--- src/hw/rtl/cer_pkg.sv ---
// cer_pkg: shared constants, register indexes and types for comb_echo_reverb.
// No dependencies; every other file of the block refers to it by scoped names.
package cer_pkg;

    localparam int MEM_DEPTH   = 65536;
    localparam int ADDR_W      = $clog2(MEM_DEPTH);
    localparam int SAMPLE_W    = 16;
    localparam int OFFSET_W    = 16;
    localparam int CFG_IDX_W   = 2;
    localparam int CFG_DATA_W  = 16;

    // Configuration register indexes
    localparam logic [CFG_IDX_W-1:0] REG_EFFECT_MODE   = 2'd0;
    localparam logic [CFG_IDX_W-1:0] REG_ECHO_LAST     = 2'd1;
    localparam logic [CFG_IDX_W-1:0] REG_REVERB_LAST   = 2'd2;

    localparam logic [OFFSET_W-1:0] LAST_OFFSET_RESET  = 16'd4095;

    typedef enum logic {
        MODE_ECHO   = 1'b0,
        MODE_REVERB = 1'b1
    } cer_mode_t;

    // Active settings handed from the register file to the datapath
    typedef struct packed {
        cer_mode_t         mode;
        logic [ADDR_W-1:0] last;
    } cer_cfg_t;

endpackage

--- src/hw/rtl/cer_cfg_regs.sv ---
// cer_cfg_regs: configuration registers and last-offset clamp for comb_echo_reverb.
// Depends on cer_pkg.
module cer_cfg_regs (
    input  logic                          aclk,
    input  logic                          aresetn,
    input  logic                          cfg_we,
    input  logic [cer_pkg::CFG_IDX_W-1:0]  cfg_addr,
    input  logic [cer_pkg::CFG_DATA_W-1:0] cfg_wdata,
    output cer_pkg::cer_cfg_t             cfg
);

    cer_pkg::cer_mode_t               mode_reg;
    logic [cer_pkg::OFFSET_W-1:0]     echo_last_reg;
    logic [cer_pkg::OFFSET_W-1:0]     reverb_last_reg;
    logic [cer_pkg::OFFSET_W-1:0]     sel_last;

    always_ff @(posedge aclk) begin
        if (!aresetn) begin
            mode_reg        <= cer_pkg::MODE_ECHO;
            echo_last_reg   <= cer_pkg::LAST_OFFSET_RESET;
            reverb_last_reg <= cer_pkg::LAST_OFFSET_RESET;
        end else if (cfg_we) begin
            unique case (cfg_addr)
                cer_pkg::REG_EFFECT_MODE: begin
                    mode_reg <= cer_pkg::cer_mode_t'(cfg_wdata[0]);
                end
                cer_pkg::REG_ECHO_LAST: begin
                    echo_last_reg <= cfg_wdata[cer_pkg::OFFSET_W-1:0];
                end
                cer_pkg::REG_REVERB_LAST: begin
                    reverb_last_reg <= cfg_wdata[cer_pkg::OFFSET_W-1:0];
                end
                default: begin
                    // drop writes to unused indexes
                end
            endcase
        end
    end

    always_comb begin
        sel_last = (mode_reg == cer_pkg::MODE_REVERB) ? reverb_last_reg : echo_last_reg;
        cfg.mode = mode_reg;
        // saturate at the top of the delay memory
        if (32'(sel_last) > 32'(cer_pkg::MEM_DEPTH - 1)) begin
            cfg.last = cer_pkg::ADDR_W'(cer_pkg::MEM_DEPTH - 1);
        end else begin
            cfg.last = cer_pkg::ADDR_W'(sel_last);
        end
    end

endmodule

--- config.mk ---
export PLATFORM = sky130hd
export DESIGN_NAME = cer_cfg_regs
export DESIGN_NICKNAME = d
export VERILOG_FILES = /design/src/hw/rtl/cer_pkg.sv /design/src/hw/rtl/cer_cfg_regs.sv
export SDC_FILE = /design/constraint.sdc
export NUM_CORES = 1
export LEC_CHECK = 0
export ABC_AREA = 1
export ABC_CLOCK_PERIOD_IN_PS = 1600
export BUFFER_PORTS_ARGS = -buffer_cell sky130_fd_sc_hd__clkbuf_2
export CAP_MARGIN = 20
export CORE_ASPECT_RATIO = 0.8
export CORE_UTILIZATION = 50
export CTS_CLUSTER_DIAMETER = 100
export DETAILED_ROUTE_END_ITERATION = 10
export PLACE_DENSITY = 0.76
export SYNTH_ARGS = -nofsm -noshare
export SYNTH_HDL_FRONTEND = slang
export SYNTH_SLANG_ARGS = --single-unit
--- constraint.sdc ---
create_clock -name aclk -period 1.6 [get_ports aclk]
set_clock_uncertainty 0.05 [all_clocks]
set_input_delay 0.48 -clock aclk [delete_from_list [all_inputs] [get_ports aclk]]
set_output_delay 0.48 -clock aclk [all_outputs]
set_load 0.03 [all_outputs]
# --- Yosys cells after proc, flatten, opt, wreduce, memory -nomap -nowiden ---
# Cells that the tools add are included.
word_totals:
  out_inout_bits: 17
  ramBits: 0
  elab_cells: 10
  regBits: 33
  n_memories: 0
  latch_bits: 0
  mem_bits_ro: 0
op_classes:
  eq_ne: 2
  add_sub_neg: 0
  n_bitwise: 0
  n_mul: 0
  reduce_logical: 4
  order_cmp: 0
  shift: 0
  n_mux: 1
  n_div: 0
ops:
  columns: ["op", "n"]
  rows:
  - ["$mux 16", 1]
  - ["$reduce_and 2->1", 3]
  - ["$eq 2x1->1 const B", 1]
  - ["$eq 2x2->1 const B", 1]
  - ["$logic_not 2->1", 1]

# --- Longest topological paths before layout ---
depth:
  ltp_word: 2
  ltp_mapped: 6
  mapped_depth_nobuf: 5

# --- Worst setup path after synthesis ---
# OpenSTA, ideal clock, no wires.
synth_path:
  path_kind: "register to output"
  from: "register mode_reg"
  to: "output port cfg[12] (netlist name)"
  slack_ps: -103
  required_ps: 1070
  path_stages_with_launch: 3
  arrival_time_ps: 1173
  path_cell_list: "dfxtp_1 -> buf_2 -> o21ai_0"
synth_lines:
  columns: ["element", "line", "rtl"]
  rows:
  - ["from (decl)", "cer_cfg_regs.sv:12", "cer_pkg::cer_mode_t mode_reg;"]
  - ["from (signal assigned)", "cer_cfg_regs.sv:19", "mode_reg <= cer_pkg::MODE_ECHO;"]
  - ["from (signal assigned)", "cer_cfg_regs.sv:25", "mode_reg <= cer_pkg::cer_mode_t'(cfg_wdata[0]);"]
  - ["to (decl)", "cer_cfg_regs.sv:9", "output cer_pkg::cer_cfg_t cfg"]

==> results by group <==
Status
  – Outcome: finished with violations
  – Violated checks: setup timing

Layout
  – Share of layout cells above drive strength 1: 35.4%
  – Register area: 664 sq um
  – Non-Filler Instances: 275
  – Area Growth Syn to Fin: 39.5%
  – Filler Cells Inserted: 208
  – Commonest non-fill, non-tap cell in the layout: nand2_1
  – Most frequent cells in the layout: 44 x nand2_1, 32 x dfxtp_1, 25 x nand3_1
  – Diodes inserted: 0
  – Finished Core Util: 75.1%
  – Area occupied by multi-input gates: about 750 sq um
  – Nets: 257
  – Post-route cell area: 2110 sq um

Placed design
  – Routability Congestion: 0.767
  – Place WS: 0.0118 ns
  – PortBufs: 37
  – Placed Instances: between 200 and 300
  – Post-placement cell area: 1740 sq um
  – DPL Wire Length: 2320 um

Clocking
  – Max Root-Sink Buffers: 2
  – Clock-pin slew on the worst setup and hold paths: 0.07 ns
  – Clock Latency Late Sink: 0.28 ns
  – CTS Root Cell: clkbuf_8
  – H-tree levels: 2
  – CTS Buf Count: 5
  – CTS tree: yes
  – Hold Buf Count CTS: 0
  – Clock Sinks: 33

Routing
  – Post-route DRC: 0
  – Antenna-violating nets left: 0
  – DRT iter0 DRCs: 158
  – Drt pass-1 iters: 4
  – Vias per Instance: 5.33
  – Drt wl/cell: 14.0 um
  – Vias: around 1,500
  – Detailed Route WL: slightly below 4000 um

Floorplan
  – Die H: 51.2 um
  – Initial Utilization: 53.8%
  – Die W: 63.5 um
  – Cell Rows: 17
  – Die area: 3250 sq um
  – Core Footprint: 2810 sq um
  – # IOs: 38

Setup path
  – CP Launch Type: flop
  – R2r setup slk: 0.77 ns
  – CP required: 1.07 ns
  – Slowest CP cell: dfxtp_4
  – Crit path DAT: 1.27 ns
  – Critical path class: flop to output pin
  – CP Cell Sequence: buf_6 > mux2_4 > buf_8
  – Crit end category: output pin
  – Critical path peak fanout: 5
  – Largest stage delay, worst path: 0.38 ns

Power
  – Design Power: 2.08 mW
  – Pwr Density: 987 nW/um^2
  – Pleak: 1.05 nW
  – Peak supply drop: between 0.7 and 0.8 mV

Yosys
  – Count of cell types in the netlist: 16
  – Syn Inst Count: 193
  – Most area-consuming cells after synthesis: dfxtp_1 44%, nand2_1 11%, nand4_1 9.9%
  – Seq/Total Area, Yosys: ~44%
  – Cell taking the most area after synthesis: dfxtp_1
  – Syn_nets: 214
  – Mapped cell area: 1510 sq um
  – Mean post-synth cell area: between 7 and 8 sq um
  – Synth warn: 0
  – Synthesis-stage register bit count: 33
  – Top cell type's share of synthesized area: 43.7%

STA
  – Hold WS: 0.395 ns
  – Crit path time final: 1.80 ns
  – Max-slew violations: 0
  – Worst-margin pin slew: between 0.2 and 0.25 ns
  – Slew margin rel.: 83.9%
  – Final period util: 112%
  – TNS Setup: -2.73 ns
  – Hold Vio Cnt, Final: 0
  – Final WS setup: -0.197 ns
  – RSZ-0062 raised after global routing: yes
  – Final Setup Violations: 16
  – Fmax: 0.556 GHz

Global routing
  – Vias in the first global route: 1,326
  – Largest net degree at the start of global routing: 34
  – Overall routing resource usage: 25.3%
  – First-pass GRT wire length: 6230 um
  – Initial antenna violation count: 0
  – Total congestion overflow: 0

Hold path
  – Hold Path Class: primary input to flop

Flow run
  – Number of max-cap violations: 0
-- report_power, final --
part | switching [mW] | total [mW] | internal (mW)
registers | 0.0245 | 0.889 | 0.864
logic | 0.205 | 0.379 | 0.174
clock network | 0.305 | 0.812 | 0.508
-- worst paths after layout --
check | to | from | cells past startpoint
max | cfg[8] | mode_reg | 3
max reg2reg | mode_reg | mode_reg | 3
min | reverb_last_reg[15] | cfg_wdata[15] | 3
min reg2reg | echo_last_reg[1] | echo_last_reg[1] | 2
-- timing repair --
item | CTS | global route
buffers inserted | 2 | 1
resized for setup | 52 | 18
endpoints found under the setup margin | 16 | 16
pin swaps | 1 | 1
cloned | 1 | 0
-- synth_stat cells, drive strengths merged --
| cell type | count |
|---|---|
| nor2 | 18 |
| clkbuf | 2 |
| buf | 16 |
| o21ai | 4 |
| inv | 11 |
| nand2 | 45 |
| nand3 | 27 |
| dfxtp | 33 |
| a21oi | 1 |
| nand4 | 24 |
| mux2 | 12 |
-- per-layer routing --
layer,global-route usage [%],part of all wire (%),vias up
li1,-,-,735
met1,32.8,47,677
met2,40.6,46,46
met3,7.37,5.6,7
met4,7.58,1.1,0
met5,0,0,-
-- critical path: cells and delay by family, from the launching register on --
kind	cells	cell delay (ns)
flops	1	0.38
mux	1	0.32
buf+inv	2	0.28
-- cell families after synthesis --
| family | count (synthesis) | share of synthesized area, % |
|---|---|---|
| and+or+nand+nor | 114 | 35.7 |
| DFF | 33 | 43.7 |
| buffers and inverters | 29 | 10.0 |
| muxes | 12 | 8.94 |
| AOI/OAI and AO/OA | 5 | 1.66 |
-- area by class of cell --
class / instances / share of cell area [%]
sequential: 33 / 31.5
multi-input combinational: 131 / 35.8
inverter: 11 / 1.96
timing repair buffer: 54 / 23.0
tap: 38 / 2.26
clock inverter: 1 / 1.42
clock buffer: 7 / 4.09
No activity file was read; power rests on OpenSTA's default activity.
