<file path="src/hw/rtl/cer_pkg.sv">
// cer_pkg: shared constants, register indexes and types for comb_echo_reverb.
// No dependencies; every other file of the block refers to it by scoped names.
package cer_pkg;

    localparam int MEM_DEPTH   = 65536;
    localparam int ADDR_W      = $clog2(MEM_DEPTH);
    localparam int SAMPLE_W    = 16;
    localparam int OFFSET_W    = 16;
    localparam int CFG_IDX_W   = 2;
    localparam int CFG_DATA_W  = 16;

    // Configuration register indexes
    localparam logic [CFG_IDX_W-1:0] REG_EFFECT_MODE   = 2'd0;
    localparam logic [CFG_IDX_W-1:0] REG_ECHO_LAST     = 2'd1;
    localparam logic [CFG_IDX_W-1:0] REG_REVERB_LAST   = 2'd2;

    localparam logic [OFFSET_W-1:0] LAST_OFFSET_RESET  = 16'd4095;

    typedef enum logic {
        MODE_ECHO   = 1'b0,
        MODE_REVERB = 1'b1
    } cer_mode_t;

    // Active settings handed from the register file to the datapath
    typedef struct packed {
        cer_mode_t         mode;
        logic [ADDR_W-1:0] last;
    } cer_cfg_t;

endpackage

</file>
<file path="src/hw/rtl/cer_ring_pos.sv">
// cer_ring_pos: ring position counter with wrap at the active last offset.
// Depends on cer_pkg.
module cer_ring_pos (
    input  logic                       aclk,
    input  logic                       aresetn,
    input  logic                       advance,
    input  cer_pkg::cer_cfg_t          cfg,
    output logic [cer_pkg::ADDR_W-1:0] pos
);

    logic [cer_pkg::ADDR_W-1:0] pos_reg;
    logic [cer_pkg::ADDR_W-1:0] pos_next;
    logic [cer_pkg::ADDR_W:0]   pos_inc;

    always_comb begin
        pos_inc  = {1'b0, pos_reg} + {{cer_pkg::ADDR_W{1'b0}}, 1'b1};
        pos_next = pos_reg;
        if (advance) begin
            if (pos_inc > {1'b0, cfg.last}) begin
                pos_next = '0;
            end else begin
                pos_next = pos_inc[cer_pkg::ADDR_W-1:0];
            end
        end
    end

    always_ff @(posedge aclk) begin
        if (!aresetn) begin
            pos_reg <= '0;
        end else begin
            pos_reg <= pos_next;
        end
    end

    assign pos = pos_reg;

endmodule

</file>
<file path="config.mk">
export PLATFORM = sky130hd
export DESIGN_NAME = cer_ring_pos
export DESIGN_NICKNAME = d
export VERILOG_FILES = /design/src/hw/rtl/cer_pkg.sv /design/src/hw/rtl/cer_ring_pos.sv
export SDC_FILE = /design/constraint.sdc
export NUM_CORES = 1
export LEC_CHECK = 0
export ABC_AREA = 1
export BUFFER_PORTS_ARGS = -buffer_cell sky130_fd_sc_hd__buf_2
export CAP_MARGIN = 0
export CORE_ASPECT_RATIO = 1.25
export CORE_MARGIN = 4
export CORE_UTILIZATION = 53
export DETAILED_ROUTE_END_ITERATION = 7
export GPL_TIMING_DRIVEN = 0
export PLACE_DENSITY = 0.8
export SLEW_MARGIN = 20
export SYNTH_ARGS = -nofsm -noshare
export SYNTH_HDL_FRONTEND = slang
export SYNTH_SLANG_ARGS = --single-unit
</file>
<file path="constraint.sdc">
create_clock -name aclk -period 2.7 [get_ports aclk]
set_input_delay 0.27 -clock aclk [delete_from_list [all_inputs] [get_ports aclk]]
set_output_delay 0.27 -clock aclk [all_outputs]
set_load 0.01 [all_outputs]
</file>
# [After elaboration in Yosys (flattened, before gate mapping)]
# Index checks and enable logic that the tools add are counted.
[word_totals] ff_bits=16 in_bits=20 output_inout_bits=16
[op_classes] order_cmp=1 n_mux=1 addsub=1
[op_table] operator="$add A16 B1 Y17 const B" count=1
[op_table] operator="$gt A17 B16 Y1" count=1
[op_table] operator="$mux W16" count=1

# [Logic depth before layout (Yosys ltp)]
# Gate-level depths: netlist of run 1.
[logic_depth] word_depth=3 ltp_mapped=17

# [Worst setup path after synthesis of run 1]
# OpenSTA, ideal clock, no wires.
[synth_path] path_type="register to register" from="register pos_reg (netlist bit pos[0])" to="register pos_reg (netlist bit pos[3])" required_time_ns=2.632 path_stages_with_launch=14 path_slack_ns=0.254 arrival_time_ns=2.379 period_less_slack_ns=2.446 path_cell_list="dfxtp_1 ha_1 nand3_1 nor3_1 xnor2_1 inv_1 ha_1 nand2_1 nor3_1 nand4_1 nand2_1 buf_4 nand3_2 a21oi_2"
[synth_via] elab_chain_len=3
[synth_rtl] element="start, declared" line_no="cer_ring_pos.sv:11" source="logic [cer_pkg::ADDR_W-1:0] pos_reg;"
[synth_rtl] element="start signal, assigned" line_no="cer_ring_pos.sv:31" source="pos_reg <= pos_next;"
[synth_rtl] element="$add A16 B1 Y17 (*)" line_no="cer_ring_pos.sv:16" source="pos_inc = {1'b0, pos_reg} + {{cer_pkg::ADDR_W{1'b0}}, 1'b1};"
[synth_rtl] element="$gt A17 B16 Y1" line_no="cer_ring_pos.sv:19" source="if (pos_inc > {1'b0, cfg.last}) begin"
[synth_rtl] element="$mux W16 (*)" line_no="cer_ring_pos.sv:19"
# Every way passes the cells marked *; elsewhere a longest branch is shown, timed or not.
# A chain may end at the register's enable or synchronous reset.

# [Worst setup path in the final report of run 1]
[layout_path] from="register pos_reg (netlist bit pos[0])" to="register pos_reg (netlist bit pos[9])"
# The elaborated chain is that of the path after synthesis.

==> results.sh, run 1 <==
export IMPL_status="finished, final reports clean"
export IMPL_hp_start="aresetn"
export IMPL_rsz0062_at_grt="false"
export IMPL_synth_compound_area_share_pct=11.3
export IMPL_start_util_pct=56.4
export IMPL_rr_worst_depth=14
export IMPL_grt_pass1_wl_mm=5.10
export IMPL_synth_simple_gate_area_share_pct=31.6
export IMPL_grt_max_degree=11
export IMPL_required_ps=2900
export IMPL_synth_seq_cells=16
export IMPL_num_antenna_cells=0
export IMPL_synth_top_family_by_area="simple AND/OR/NAND/NOR gates"
export IMPL_setup_tns_ps=0
export IMPL_setup_viol=0
export IMPL_h_tree_depth=1
export IMPL_p_comb_share_pct=16.2
export IMPL_syn_avg_cell_area_um2=7.28
export IMPL_overflow=0
export IMPL_vias=1367
export IMPL_path_class="reg2reg"
export IMPL_hold_violations=0
export IMPL_peakVddDrop_v=0.000245
export IMPL_die_h_um=65.7
export IMPL_cts_buffers=3
export IMPL_clk_insertion_delay_late_ps=280
export IMPL_routabilityCongestion=0.874
export IMPL_setup_worst_path_start="pos[0]"
export IMPL_min_path_cells=3
export IMPL_path_max_fanout=10
export IMPL_async_flop_share_pct=0
export IMPL_yosysSeqAreaShare_pct=22.7
export IMPL_core_area_um2=2500
export IMPL_p_total_mw=0.436
export IMPL_die_w_um=54.2
export IMPL_synth_fp_nets=231
export IMPL_regArea_um2=330
export IMPL_synth_area_um2=1410
export IMPL_pin_count=36
export IMPL_end_kind="flip-flop"
export IMPL_drcViolationCount=0
export IMPL_synth_enable_flop_cells=0
export IMPL_cellPowerDensity_nw_per_um2=259
export IMPL_final_setup_worst_slack_ps=197
export IMPL_routedWlPerCell_um=11.4
export IMPL_hold_ws_ps=257
export IMPL_hold_path_class="in2reg"
export IMPL_row_count=20
export IMPL_cap_violations=0
export IMPL_syn_inst=194
export IMPL_viasPerCell=5.18
export IMPL_synth_distinct_cells=26
export IMPL_yosys_area_share_adder_pct=15.1
export IMPL_p_switching_mw=0.116
export IMPL_switching_share_pct=26.6
export IMPL_n_fill_cell=240
export IMPL_period_share_pct=92.7
export IMPL_clkTransAtPathRegs_ps=90
export IMPL_arrival_ps=2710
export IMPL_internal_power_mw=0.320
export IMPL_whs_endpoint="pos[0]"
export IMPL_yosysWarnings=0
export IMPL_dp_slack_ps=-126
export IMPL_antenna_found_initial=0
export IMPL_io_buffers=34
export IMPL_first_pass_iters=4
export IMPL_relSlewSlack_pct=63.2
export IMPL_drtIter0Drc=32
export IMPL_track_usage_pct=18.9
export IMPL_fmaxAchievable_ghz=0.400
export IMPL_final_cells=264
export IMPL_synthMuxAreaShare_pct=0
export IMPL_r2r_end="pos[9]"
export IMPL_final_cell_mix="nand2_1, buf_2, inv_1"
export IMPL_ant_nets=0
export IMPL_synth_main_ff_cell="dfxtp_1"
export IMPL_cts_sinks=16
export IMPL_grt_pass1_vias=1247
export IMPL_yosys_area_share_xor_xnor_pct=9.22
export IMPL_power_frac_clock_pct=28.1
export IMPL_cts_tree="built"
export IMPL_die_area_um2=3560
export IMPL_post_cts_buffers=0
export IMPL_p_seq_share_pct=55.7
export IMPL_layout_min_cycle_time_ps=2500
export IMPL_clock_path_buffers=2
export IMPL_place_inst=261
export IMPL_r2r_start="pos[0]"
export IMPL_multi_input_area_um2=973
export IMPL_slew_violations=0
export IMPL_postCtsHoldBufs=0
export IMPL_drive_gt1_share_pct=32.5
export IMPL_ff2ff_setup_slack_ps=200
export IMPL_syn_to_final_growth_pct=19.3
export IMPL_largest_reg_flops=16
export IMPL_dp_hpwl_mm=2.45
export IMPL_root_buffer="clkbuf_4"
export IMPL_nNetsFinal=270
export IMPL_routed_wl_mm=3.02
export IMPL_worstSetupStartpointType="flip-flop"
export IMPL_finClkSkew_ps=1.07
export IMPL_mostFrequentLayoutCell="nand2_1"
export IMPL_power_leakage_nw=0.829
export IMPL_worstMarginPinSlew_ps=552
-- repair_timing --
item / in CTS / in global routing
resized for setup: 3 / 11
cloned: 0 / 0
pin swaps: 0 / 0
endpoints found under the setup margin: 10 / 10
-- metal layers --
layer,routed length (µm),track usage (%),vias to the layer above
met5,0,0,-
met4,76,7.48,0
met3,152,1.36,7
met2,1470,32.5,38
met1,1320,23.6,616
li1,-,-,706
-- synthesized netlist by cell type, types with 2 or more instances --
cell       n  area share [%]
xor2_1     5             3.1
inv_1     29             7.7
o21ai_0    2            0.71
ha_1      17              15
inv_2      2            0.53
nand3_1   11             3.9
nor2_2     2            0.89
nor2_1     6             1.6
nand2_1   44              12
nor3_1     2            0.71
xnor2_1    8             5.0
clkbuf_1   2            0.53
nand4_1    4             1.8
dfxtp_1   16              23
a21oi_1   20             7.1
a21oi_2    3             1.9
nand3_2   11             7.8
nor2_4     2             1.6
-- how the worst max path moves through the flow --
stage	end	slack [ps]	cells after the start
after floorplan	pos[3]	250	13
after global placement	pos[9]	-70	13
after detailed placement	pos[9]	-130	13
after CTS	pos[9]	4	14
after global routing	pos[9]	7	13
final	pos[9]	200	14
-- cell type report --
type / instances / share of cell area (%)
Buffer: 4 / 1.78
Clock buffer: 3 / 1.34
Inverter: 31 / 6.91
Multi-Input combinational cell: 143 / 57.8
Sequential cell: 16 / 19.6
Tap cell: 33 / 2.45
Timing Repair Buffer: 34 / 10.1
-- cell families after synthesis --
family,after synthesis
AND/OR/NAND/NOR,84
buffers and inverters,35
AO/OA/AOI/OAI,28
adder cells (fa/ha/maj),17
flip-flops,16
XOR/XNOR,14
-- power groups by stage --
| stage | Clock [mW] | Sequential [mW] | Combinational, mW |
|---|---|---|---|
| after floorplan | 0 | 0.247 | 0.0410 |
| after CTS | 0.127 | 0.241 | 0.0706 |
| final | 0.123 | 0.243 | 0.0706 |
| after global placement | 0 | 0.247 | 0.0668 |
| after detailed placement | 0 | 0.247 | 0.0693 |
| after global routing | 0.138 | 0.243 | 0.0828 |
-- metrics by stage --
stage          utilization [%]  area, µm²
4_1_cts                   66.1       1660
5_1_grt                   67.3       1680
6_report                  67.3       1680
3_3_place_gp              64.9       1620
2_1_floorplan                -       1410
3_5_place_dp              64.9       1620
-- worst max-delay path: stages, from the launching register on --
cell and delay, ps:
dfxtp_2 390, ha_4 170, nand3_1 130, nor3_2 220, xnor2_1 130, inv_1 80, ha_1 300, a21oi_1 120
o21ai_0 90, a21oi_1 160, nand2_1 80, nand2_2 130, buf_6 190, nand3_2 70, a21oi_1 140
(Power assumes the default switching activity.)
==> inputs of run 2 (changes only) <==
--- a/config.mk
+++ b/config.mk
@@ -8,12 +8,14 @@
 export ABC_AREA = 1
 export BUFFER_PORTS_ARGS = -buffer_cell sky130_fd_sc_hd__buf_2
 export CAP_MARGIN = 0
+export CELL_PAD_IN_SITES_DETAIL_PLACEMENT = 1
+export CELL_PAD_IN_SITES_GLOBAL_PLACEMENT = 1
 export CORE_ASPECT_RATIO = 1.25
 export CORE_MARGIN = 4
-export CORE_UTILIZATION = 53
+export CORE_UTILIZATION = 37
 export DETAILED_ROUTE_END_ITERATION = 7
 export GPL_TIMING_DRIVEN = 0
-export PLACE_DENSITY = 0.8
+export PLACE_DENSITY_LB_ADDON = 0.1
 export SLEW_MARGIN = 20
 export SYNTH_ARGS = -nofsm -noshare
 export SYNTH_HDL_FRONTEND = slang
==> run 2 against run 1 <==
Clock-buffer cell count rose by 1. Critical path depth did not move. Clock skew rose by 3.0 ps. Critical endpoint is now pos[6]. Global-route usage fell by 0.32 points. Final area rose by 10%. Combinational power rose by 8.6%. Hold slack improved by 42 ps. Non-clock buffer count rose by 7. Sequential share of layout area fell by 1.1 points. First-iteration DRC count rose by 9.4%. Register-to-register slack got worse by 90 ps.
==> results.sh, run 2 (same netlist as run 1, synthesis figures left out) <==
export IMPL_slowest_delay_ps=390
export IMPL_cp_common_cell="nand2_1"
export IMPL_layout_min_cycle_time_ps=2600
export IMPL_drive_gt1_share_pct=36.8
export IMPL_crit_buf_inv=1
export IMPL_period_share_pct=96.2
export IMPL_drcViolationCount=0
export IMPL_row_count=24
export IMPL_path_max_fanout=7
export IMPL_nNetsFinal=277
export IMPL_slew_violations=0
export IMPL_end_kind="flip-flop"
export IMPL_start_util_pct=39.5
export IMPL_routabilityCongestion=0.813
export IMPL_path_class="reg2reg"
export IMPL_dpl_cell_area_um2=1630
export IMPL_grt_pass1_vias=1541
export IMPL_fmaxAchievable_ghz=0.385
export IMPL_vias=1456
export IMPL_arrival_ps=2780
export IMPL_die_area_um2=4870
export IMPL_antenna_found_initial=0
export IMPL_ff2ff_setup_slack_ps=100
export IMPL_dp_hpwl_mm=3.52
export IMPL_viasPerCell=5.24
export IMPL_overflow=0
export IMPL_cellPowerDensity_nw_per_um2=293
export IMPL_routedWlPerCell_um=16.8
export IMPL_hold_violations=0
export IMPL_required_ps=2880
export IMPL_num_antenna_cells=0
export IMPL_h_tree_depth=1
export IMPL_cts_buffers=3
export IMPL_hp_start="aresetn"
export IMPL_routed_wl_mm=4.68
export IMPL_io_buffers=34
export IMPL_cap_violations=0
export IMPL_cts_tree="built"
export IMPL_worstSetupStartpointType="flip-flop"
export IMPL_r2r_end="pos[6]"
export IMPL_worstMarginPinSlew_ps=574
export IMPL_clock_path_buffers=2
export IMPL_drtIter0Drc=35
export IMPL_r2r_start="pos[4]"
export IMPL_power_leakage_nw=0.923
export IMPL_crit_chain="nand2_1 > nor2_2 > nand2_4 > nor2_4 > nand2_1 > xor2_1 > ha_1 > nand3_1 > nor3_4 > nand4_1 > nand2_2 > clkbuf_16 > nand3_2 > a21oi_1"
export IMPL_rr_worst_depth=14
export IMPL_cts_sinks=16
export IMPL_relSlewSlack_pct=61.7
export IMPL_final_area_um2=1850
export IMPL_peakVddDrop_v=0.000192
export IMPL_root_buffer="clkbuf_8"
export IMPL_path_delay_family="simple AND/OR/NAND/NOR gates"
export IMPL_grt_max_degree=11
export IMPL_pin_count=36
export IMPL_clk_insertion_delay_late_ps=260
export IMPL_largest_reg_flops=16
export IMPL_finClkSkew_ps=4.09
export IMPL_first_pass_iters=4
export IMPL_syn_to_final_growth_pct=31.2
export IMPL_hold_path_class="in2reg"
export IMPL_track_usage_pct=18.6
export IMPL_setup_viol=0
export IMPL_final_cell_mix="nand2_1, buf_2, inv_1"
export IMPL_whs_endpoint="pos[0]"
export IMPL_die_h_um=77.1
export IMPL_clkTransAtPathRegs_ps=70
export IMPL_mostFrequentLayoutCell="nand2_1"
export IMPL_die_w_um=63.2
export IMPL_min_path_cells=3
export IMPL_postCtsHoldBufs=0
export IMPL_p_total_mw=0.543
export IMPL_grt_pass1_wl_mm=7.26
export IMPL_slowest_stage="dfxtp_4"
export IMPL_status="finished, final reports clean"
export IMPL_ant_nets=0
export IMPL_core_area_um2=3570
-- run 2: report_power, final --
group / leakage [nW] / switching (mW) / internal, mW
Clock: 0.0288 / 0.0972 / 0.130
Sequential: 0.135 / 0.00410 / 0.236
Combinational: 0.759 / 0.0459 / 0.0308
Total: 0.923 / 0.147 / 0.396
-- run 2: layer usage --
metal	GRT usage (%)	share of wire [%]	routed length, µm	up-vias
met3	2.63	3.0	140	8
met2	36.7	56	2600	28
met4	3.89	1.9	91	0
met5	0	0	0	-
met1	20.5	40	1850	700
li1	-	-	-	720
-- run 2: metrics by stage --
step                hold WS, ps  setup TNS, ps  std cells  util (%)  worst slack (ps)
finish                      299              0        278      51.8               102
global route                325           -944        278      51.8              -102
CTS                         298              0        271      48.0              2.79
detailed placement          479          -2480        267      45.6              -257
global placement            465           -890        267      45.6              -101
floorplan                   408              0        194         -               254
-- run 2: area by class of cell --
type,count,area (µm²)
fillers,474,1720
multi-input cells,143,1010
clock buffers,4,55.1
plain buffers,4,33.8
repair buffers,41,240
inverters,31,116
well taps,39,48.8
flip-flops and latches,16,343
-- run 2: timing repair --
item                                    in CTS  in global routing
resized for setup                            8                 19
setup buffers                                0                  6
endpoints found under the setup margin      16                 16
pin swaps                                    0                  6
cloned                                       0                  1
-- run 2: how the worst max path moves through the flow --
stage,startpoint,end,slack (ps),cells past startpoint
after floorplan,pos[0],pos[3],250,13
after global placement,pos[0],pos[11],-100,13
after detailed placement,pos[0],pos[3],-260,13
after CTS,pos[1],pos[3],3,13
after global routing,pos[5],pos[1],-100,14
final,pos[4],pos[6],100,14
-- run 2: worst min-delay path: stages --
cell and delay (ps):
buf_2 110, o21ai_0 80, a21oi_1 50
==> inputs of run 3 (changes only) <==
--- a/config.mk
+++ b/config.mk
@@ -12,7 +12,8 @@
 export CELL_PAD_IN_SITES_GLOBAL_PLACEMENT = 1
 export CORE_ASPECT_RATIO = 1.25
 export CORE_MARGIN = 4
-export CORE_UTILIZATION = 37
+export CORE_UTILIZATION = 40
+export CTS_CLUSTER_SIZE = 16
 export DETAILED_ROUTE_END_ITERATION = 7
 export GPL_TIMING_DRIVEN = 0
 export PLACE_DENSITY_LB_ADDON = 0.1
==> constraint.sdc (replaced) <==
create_clock -name aclk -period 3.3 [get_ports aclk]
set_input_delay 0.33 -clock aclk [delete_from_list [all_inputs] [get_ports aclk]]
set_output_delay 0.33 -clock aclk [all_outputs]
set_load 0.01 [all_outputs]
==> run 3 against run 2 <==
Global-route usage is 0.30 points higher. Final area shrank 9.1%. Clock-buffer cell count did not move. Maximum frequency decreased by 9.8%. Cell count fell by 3.2%. Die area is 6.6% lower. Combinational power fell by 25%. Critical path depth down 1. Core utilization decreased by 0.97 points. Clock power shrank 21%. Sequential share of layout area is 0.52 points higher. Non-clock buffer count is 7 lower. Largest power group unchanged.
==> results.sh, run 3 (same netlist as run 1, synthesis figures left out) <==
export IMPL_status="finished, final reports clean"
export IMPL_power_leakage_nw=0.839
export IMPL_path_max_fanout=10
export IMPL_routabilityCongestion=0.801
export IMPL_place_inst=265
export IMPL_die_h_um=74.4
export IMPL_worstMarginPinSlew_ps=569
export IMPL_root_buffer="clkbuf_8"
export IMPL_row_count=23
export IMPL_final_cells=269
export IMPL_clock_path_buffers=2
export IMPL_hold_ws_ps=328
export IMPL_hold_path_class="in2reg"
export IMPL_relSlewSlack_pct=62.0
export IMPL_setup_viol=0
export IMPL_grt_pass1_vias=1412
export IMPL_rsz0062_at_grt="false"
export IMPL_pin_count=36
export IMPL_nNetsFinal=270
export IMPL_p_switching_mw=0.111
export IMPL_grt_max_degree=11
export IMPL_ant_nets=0
export IMPL_antenna_found_initial=0
export IMPL_die_area_um2=4550
export IMPL_final_area_um2=1680
export IMPL_dp_hpwl_mm=3.25
export IMPL_drtIter0Drc=38
export IMPL_p_seq_share_pct=45.4
export IMPL_clk_insertion_delay_late_ps=250
export IMPL_cts_buffers=3
export IMPL_peakVddDrop_v=0.000457
export IMPL_final_cell_mix="nand2_1, buf_2, inv_1"
export IMPL_first_pass_iters=4
export IMPL_mostFrequentLayoutCell="nand2_1"
export IMPL_cts_tree="built"
export IMPL_setup_tns_ps=0
export IMPL_regArea_um2=320
export IMPL_drcViolationCount=0
export IMPL_routed_wl_mm=3.93
export IMPL_drive_gt1_share_pct=27.6
export IMPL_start_util_pct=42.6
export IMPL_finClkSkew_ps=0.626
export IMPL_vias=1375
export IMPL_track_usage_pct=18.9
export IMPL_cap_violations=0
export IMPL_period_share_pct=87.3
export IMPL_h_tree_depth=1
export IMPL_multi_input_area_um2=948
export IMPL_power_frac_clock_pct=41.3
export IMPL_grt_pass1_wl_mm=6.44
export IMPL_clkTransAtPathRegs_ps=70
export IMPL_io_buffers=34
export IMPL_post_cts_buffers=0
export IMPL_dpl_cell_area_um2=1630
export IMPL_slew_violations=0
export IMPL_p_comb_share_pct=13.2
export IMPL_core_area_um2=3310
export IMPL_postCtsHoldBufs=0
export IMPL_worstSetupStartpointType="flip-flop"
export IMPL_internal_power_mw=0.324
export IMPL_hold_violations=0
export IMPL_num_antenna_cells=0
export IMPL_syn_to_final_growth_pct=19.2
export IMPL_routedWlPerCell_um=14.6
export IMPL_path_class="reg2reg"
export IMPL_required_ps=3480
export IMPL_overflow=0
export IMPL_viasPerCell=5.11
export IMPL_cts_sinks=16
export IMPL_layout_min_cycle_time_ps=2880
export IMPL_end_kind="flip-flop"
export IMPL_n_fill_cell=464
export IMPL_die_w_um=61.1
export IMPL_cts_repair_resized=0
export IMPL_switching_share_pct=25.4
export IMPL_fmaxAchievable_ghz=0.347
export IMPL_arrival_ps=3060
export IMPL_largest_reg_flops=16
export IMPL_cellPowerDensity_nw_per_um2=259
## run 3: per-layer routing
layer | part of all wire [%] | vias up | track usage, %
li1 | - | 701 | -
met1 | 40 | 647 | 20.9
met2 | 56 | 25 | 36.5
met3 | 4.4 | 2 | 4.86
met4 | 0.33 | 0 | 1.45
met5 | 0 | - | 0
## run 3: power by group through the flow
stage	Sequential (mW)	Clock, mW	Combinational, mW
final	0.198	0.180	0.0575
after detailed placement	0.202	0	0.0583
after floorplan	0.202	0	0.0335
after global routing	0.198	0.194	0.0668
after global placement	0.202	0	0.0539
after CTS	0.198	0.186	0.0587
## run 3: final cells by class
type | count | area share [%]
tap | 37 | 2.75
multi-input combinational | 143 | 56.4
sequential | 16 | 19.0
inverter | 31 | 6.91
buffer | 4 | 1.56
clock buffer | 4 | 3.27
timing repair buffer | 34 | 10.1
## run 3: critical path: stages, from the launching register on
cell and delay, ps:
dfxtp_1 390, ha_1 270, nand3_1 150, nor3_1 250, xnor2_1 150, inv_1 80, ha_1 300, nand2_1 80
nor3_1 300, nand4_1 130, nand2_1 230, buf_4 260, nand3_2 80, a21oi_1 140
## run 3: per-stage QoR
| stage | setup slack [ps] | total power [mW] | utilization (%) |
|---|---|---|---|
| 3_5_place_dp | 409 | 0.260 | 49.2 |
| 5_1_grt | 129 | 0.459 | 50.9 |
| 3_3_place_gp | 524 | 0.256 | 49.2 |
| 6_report | 419 | 0.435 | 50.9 |
| 4_1_cts | 366 | 0.443 | 50.9 |
| 2_1_floorplan | 854 | 0.236 | - |
## run 3: final timing paths
| path | slack [ps] | end | cells past startpoint | from |
|---|---|---|---|---|
| setup / recovery | 420 | pos[11] | 13 | pos[1] |
| hold / removal | 330 | pos[0] | 3 | aresetn |
| setup reg to reg | 420 | pos[11] | 13 | pos[1] |
| hold reg to reg | 500 | pos[15] | 2 | pos[15] |
